**src/rtl/mi3_pkg.sv**
```systemverilog
// Shared types and constants for the 3x3 matrix inverse unit.
`default_nettype none
package mi3_pkg;

	localparam int NENT    = 9;
	localparam int M_W     = 32;
	localparam int PROD_W  = 64;
	localparam int CM_W    = 64;
	localparam int PP_W    = 96;
	localparam int DET_W   = 97;
	localparam int DMAG_W  = 96;
	localparam int WIDE_W  = 130;
	localparam int QDEPTH  = 4;
	localparam int QPTR_W  = 2;
	localparam int QCNT_W  = 3;

	localparam logic [M_W-1:0] SAT_POS = 32'h7FFF_FFFF;
	localparam logic [M_W-1:0] SAT_NEG = 32'h8000_0000;

	// cofactor i = m[A]*m[B] - m[C]*m[D], adjugate row-major
	localparam logic [3:0] COF_A [NENT] = '{4'd4, 4'd7, 4'd1, 4'd6, 4'd0, 4'd3, 4'd3, 4'd6, 4'd0};
	localparam logic [3:0] COF_B [NENT] = '{4'd8, 4'd2, 4'd5, 4'd5, 4'd8, 4'd2, 4'd7, 4'd1, 4'd4};
	localparam logic [3:0] COF_C [NENT] = '{4'd7, 4'd1, 4'd4, 4'd3, 4'd6, 4'd0, 4'd6, 4'd0, 4'd3};
	localparam logic [3:0] COF_D [NENT] = '{4'd5, 4'd8, 4'd2, 4'd8, 4'd2, 4'd5, 4'd4, 4'd7, 4'd1};

	typedef logic [NENT-1:0][M_W-1:0] mat_t;

	typedef struct packed {
		logic                       sing;
		logic                       dneg;
		logic [DMAG_W-1:0]          dmag;
		logic [NENT-1:0]            cn;
		logic [NENT-1:0][CM_W-1:0]  cm;   // input entry, zero-extended, when sing
	} q_entry_t;

endpackage
`default_nettype wire

```
**src/rtl/mi3_fifo.sv**
```systemverilog
// Short queue between the front and back parts.
`default_nettype none
module mi3_fifo (
	input  wire                clk,
	input  wire                arst_n,
	input  wire                push_valid,
	output logic               push_ready,
	input  mi3_pkg::q_entry_t  push_entry,
	output logic               pop_valid,
	input  wire                pop_ready,
	output mi3_pkg::q_entry_t  pop_entry
);
	import mi3_pkg::*;

	q_entry_t          mem_q [QDEPTH];
	logic [QPTR_W-1:0] wr_ptr_q, rd_ptr_q;
	logic [QCNT_W-1:0] count_q;
	logic              push, pop;

	assign push_ready = (count_q != QCNT_W'(QDEPTH));
	assign pop_valid  = (count_q != '0);
	assign push       = push_valid && push_ready;
	assign pop        = pop_valid && pop_ready;
	assign pop_entry  = mem_q[rd_ptr_q];

	always_ff @(posedge clk or negedge arst_n) begin
		if (!arst_n) begin
			wr_ptr_q <= '0;
			rd_ptr_q <= '0;
			count_q  <= '0;
		end else begin
			if (push) wr_ptr_q <= wr_ptr_q + 1'b1;
			if (pop) rd_ptr_q <= rd_ptr_q + 1'b1;
			count_q <= count_q + QCNT_W'(push) - QCNT_W'(pop);
		end
	end

	always_ff @(posedge clk) begin
		if (push) mem_q[wr_ptr_q] <= push_entry;
	end

`ifndef SYNTHESIS
	a_no_overflow: assert property (@(posedge clk) disable iff (!arst_n)
		count_q <= QCNT_W'(QDEPTH)) else $error("queue count above depth");
	a_count_track: assert property (@(posedge clk) disable iff (!arst_n)
		1'b1 |=> count_q == $past(count_q) + QCNT_W'($past(push)) - QCNT_W'($past(pop)))
		else $error("queue count mismatch");
	a_ptr_gap: assert property (@(posedge clk) disable iff (!arst_n)
		(count_q == '0 || count_q == QCNT_W'(QDEPTH)) |-> wr_ptr_q == rd_ptr_q)
		else $error("queue pointers inconsistent");
`endif

endmodule
`default_nettype wire

```
**config.mk**
```make
export PLATFORM = sky130hd
export DESIGN_NAME = mi3_fifo
export DESIGN_NICKNAME = d
export VERILOG_FILES = /design/src/rtl/mi3_pkg.sv /design/src/rtl/mi3_fifo.sv
export SDC_FILE = /design/constraint.sdc
export NUM_CORES = 2
export LEC_CHECK = 0
export BUFFER_PORTS_ARGS = -buffer_cell sky130_fd_sc_hd__buf_2
export CORE_ASPECT_RATIO = 0.8
export CORE_MARGIN = 2
export CORE_UTILIZATION = 30
export DETAILED_ROUTE_END_ITERATION = 16
export MAX_ROUTING_LAYER = met4
export SYNTH_ARGS = -nofsm -noshare
export SYNTH_HDL_FRONTEND = slang
export SYNTH_SLANG_ARGS = --single-unit
```
**constraint.sdc**
```tcl
create_clock -name clk -period 21.2 [get_ports clk]
set_input_delay 3.18 -clock clk [delete_from_list [all_inputs] [get_ports clk]]
set_output_delay 3.18 -clock clk [all_outputs]
set_load 0.1 [all_outputs]
```
Yosys cells after proc, flatten, opt, wreduce, memory -nomap -nowiden
Memories as Yosys holds them, arrays and structs flattened.
Cells that the tools add are included.
{"block": "op_classes", "multipliers": 0, "eq_ne": 1, "order_cmp": 0, "addsub": 4, "bitwise": 0, "muxes": 2, "n_div": 0, "shifts": 0, "reduce_logical": 3}
{"operator": "2-bit by 1-bit adder with 2-bit output, second input constant", "n": 2}
{"operator": "3-bit by 1-bit adder with 3-bit output", "n": 1}
{"operator": "3-bit != test, second input constant", "n": 1}
{"operator": "3-bit nonzero test", "n": 1}
{"operator": "3-bit by 1-bit subtractor with 3-bit output", "n": 1}
{"operator": "1-bit logical AND", "n": 2}
{"operator": "1-bit two-way mux", "n": 2}
{"block": "totals", "out_inout_bits": 685, "latchBits": 0, "input_bits": 687, "mem_bits_rw": 2732, "memories": 1, "romBits": 0, "ff_bits": 7, "word_cells": 14}
{"memory": "mem_q", "depth": 4, "word_bits": 683, "rd": 1, "rd_clocked_by_memory_dff": 0, "wr": 1, "line_no": "mi3_fifo.sv:15", "text": "q_entry_t mem_q [QDEPTH];"}

Logic depth before layout (Yosys ltp)
{"block": "depth", "ltp_word": 4, "depth_mapped": 9, "ltp_nobuf": 9}

Worst setup path after synthesis
OpenSTA, ideal clock, no wires.
{"block": "synth_timing", "path_type": "input to register", "from": "input push_valid", "to": "memory mem_q[0][0] (netlist bit) (enable)", "arrival_ns": 18.655, "setup_ns": 1.146, "required_ns": 20.054, "cell_stages": 1, "n_path_buf": 0, "path_slack_ns": 1.399, "cell_sequence": "and3b_1"}
{"block": "synth_between", "elab_chain_cells": 3}
{"element": "start: declaration", "line_no": "mi3_fifo.sv:6", "text": "input wire push_valid,"}
{"element": "1-bit logical AND", "line_no": "mi3_fifo.sv:22", "text": "assign push = push_valid && push_ready;"}
{"element": "1-bit two-way mux", "line_no": "mi3_fifo.sv:39", "text": "if (push) mem_q[wr_ptr_q] <= push_entry;"}
{"element": "1-bit two-way mux (implied by the code)", "line_no": "mi3_fifo.sv:39"}
{"element": "end: declaration", "line_no": "mi3_fifo.sv:15"}
Every way passes these cells.

==> impl_results.md <==
- Flip-flop and latch count after synthesis: around 2700
- Crit path kind: flip-flop to output pin
- FP Rows: roughly 190
- Util after Layout: 0.366
- Sum of routed wire length over all layers: approximately 260000 µm
- Via density: between 4 and 5
- Netlist area before placement: about 0.099 mm²
- HPWL Detailed: 173000 µm
- Fraction of the cycle the final worst path needs: 0.435
- Average footprint of a synthesized cell: approximately 27 µm²
- CTS root buffer: clkbuf_16
- Clock latency on the worst-skew pair: 860 ps
- Number of cells upsized or downsized after cts: 0
- Storage cell area: ~0.08 mm²
- Synthesized instance count: 3608
- Total track usage: 0.153
- Fraction of the yosys area taken by sequential cells: 0.830
- Area of the multi-input gates: between 0.015 and 0.02 mm²
- Width of the chip: 647 µm
- Via count of the first global-routing pass: 47151
- Transition time at the pin with the least slew margin: ~1100 ps
- Initial antenna violation count: 169
- H-tree lvl count: 5
- Final sum of negative setup slack: 0 ps
- Slew Limit Headroom: 0.234
- Clock tree from TritonCTS: done
- DRC violations left: 0
- CTS max path bufs: 4
- Worst hold slack after final layout: just over 600 ps
- Net count after synthesis: 4302
- Core area: 0.328 mm²
- Synthesis-to-finish area growth: 21.1%
- Die Y: around 520 µm
- Fin Clk Skew: between 20 and 30 ps
- Crit path DAT: between 6000 and 7000 ps
- Number of buffers created by CTS: ~280
- Total die area: 0.335 mm²
- First drt pass iteration count: 5
- Starting utilization of the core area: 0.302
- Result of the run: finished, final reports clean
- Synthesis warning total: 0
- Drt wl/cell: approximately 26 µm
- Reg clk slew, reported paths: ~50 ps
- Grt total ovfl: 0
- ANT nets after route: 0
- IO Pins: around 1400
- Final number of hold-violating endpoints: 0
- Number of hold buffers added after CTS: 0
- Time the worst path needs with I/O delays and setup: slightly above 9000 ps
- Maximum clock frequency: between 100 and 150 MHz
- Fraction of layout cells with a size suffix above 1: 0.464
- Post-CTS setup buffer count: 0
- Type of origin of the critical path: flip-flop
- Min-Delay Path Class: flip-flop to flip-flop
- Final setup violation count: 0
- First-pass GRT wire length: 358000 µm
- Largest net degree at the start of global routing: 149
- Crit end category: output pin
- Max-capacitance violation count: 0
- Required time of the critical path: 18020 ps
- Setup repair after global routing missed its margin: false
- Fillers: about 30000
- NumNets Final: 5873
- Final number of max-transition violations: 0
- Synth cell types: 21
- Count of input and output buffers: 1371
- Total clock sinks: roughly 2700
- Largest fanout of any net on the critical path: around 40
- Final GP Congestion: 0.834
- Number of DRC markers after the initial detailed-route iteration: 4345
- Routed via count: 46383
[worst paths after layout]
kind	from	end	slack [ps]	cells after the start
setup / recovery	rd_ptr_q[0]	pop_entry[522]	11970	6
hold / removal	wr_ptr_q[1]	wr_ptr_q[1]	610	2
setup reg to reg	count_q[2]	mem_q[3][106]	15230	7
hold reg to reg	wr_ptr_q[1]	wr_ptr_q[1]	610	2
max in group asynchronous	arst_n	rd_ptr_q[0]	18830	1
min in group asynchronous	arst_n	count_q[1]	2160	1
[cells in the final DEF, fill, tap and decap left out, types with 8 or more instances in the layout]
master / synthesis / layout
mux4_2: 683 / 683
clkinv_2: 0 / 31
clkbuf_1: 9 / 62
buf_12: 0 / 9
bufinv_16: 0 / 20
inv_6: 0 / 8
clkinv_1: 0 / 57
buf_4: 1 / 62
buf_2: 69 / 1371
edfxtp_1: 2732 / 2732
clkbuf_16: 0 / 287
clkinv_8: 0 / 8
diode_2: 0 / 151
[logic make-up after synthesis]
family / share of synthesized area
flip-flops: 0.830
multiplexers: 0.155
buffers and inverters: 0.0124
AND/OR/NAND/NOR: 0.00101
adder cells (fa/ha/maj): 0.000960
AO/OA/AOI/OAI: 0.000328
XOR/XNOR: 0.000354
[sequential cells by signal (all words and copies together) (netlist names)]
signal	count
mem_q	2732
count_q	3
wr_ptr_q	2
rd_ptr_q	2
[cell type report]
| class | instances | area share |
|---|---|---|
| clock buffer | 349 | 0.0618 |
| multi-input combinational | 711 | 0.130 |
| inverter | 6 | 0.000188 |
| clock inverter | 138 | 0.0113 |
| timing repair buffer | 1442 | 0.0625 |
| tap | 4370 | 0.0456 |
| sequential | 2739 | 0.685 |
| antenna | 151 | 0.00315 |
[critical path, cell delays in order (launching register included)]
cell and delay, ps:
dfrtp_4 890, buf_4 710, buf_4 740, buf_4 780, buf_4 820, mux4_2 630, buf_2 330
[cell usage after synthesis]
cell / n / area [µm²]
o211ai_1: 2 / 15.0
mux4_2: 683 / 15400
o31a_1: 1 / 8.76
xnor2_1: 3 / 26.3
xor2_1: 1 / 8.76
or3_1: 1 / 6.26
o311ai_0: 1 / 8.76
and3b_1: 4 / 35.0
nand4bb_1: 2 / 22.5
ha_1: 6 / 75.1
buf_6: 73 / 822
buf_2: 69 / 345
edfxtp_1: 2732 / 82000
nand2_1: 1 / 3.75
nand2b_1: 4 / 25.0
clkbuf_1: 9 / 33.8
nor3b_1: 1 / 7.51
buf_4: 1 / 7.51
dfrtp_1: 7 / 175
fa_1: 1 / 20.0
inv_1: 6 / 22.5
[through the flow]
stage	cells	area (µm²)	worst slack [ps]
4_1_cts	9755	120000	11590
3_3_place_gp	9268	111000	12630
5_1_grt	9872	120000	11310
3_5_place_dp	9268	111000	12590
6_report	9906	120000	11970
2_1_floorplan	3608	99100	1400
[metal layers]
| layer | vias up | global-route usage | routed length [µm] |
|---|---|---|---|
| li1 | 19202 | - | - |
| met1 | 24803 | 0.181 | 97500 |
| met2 | 1823 | 0.247 | 127000 |
| met3 | 555 | 0.0448 | 22300 |
| met4 | 0 | 0.0548 | 9150 |
| met5 | - | - | 0 |
Power is left out: the tool's default activity adds up to more than one toggle a clock period on the data nets, which glitch-free logic cannot reach.
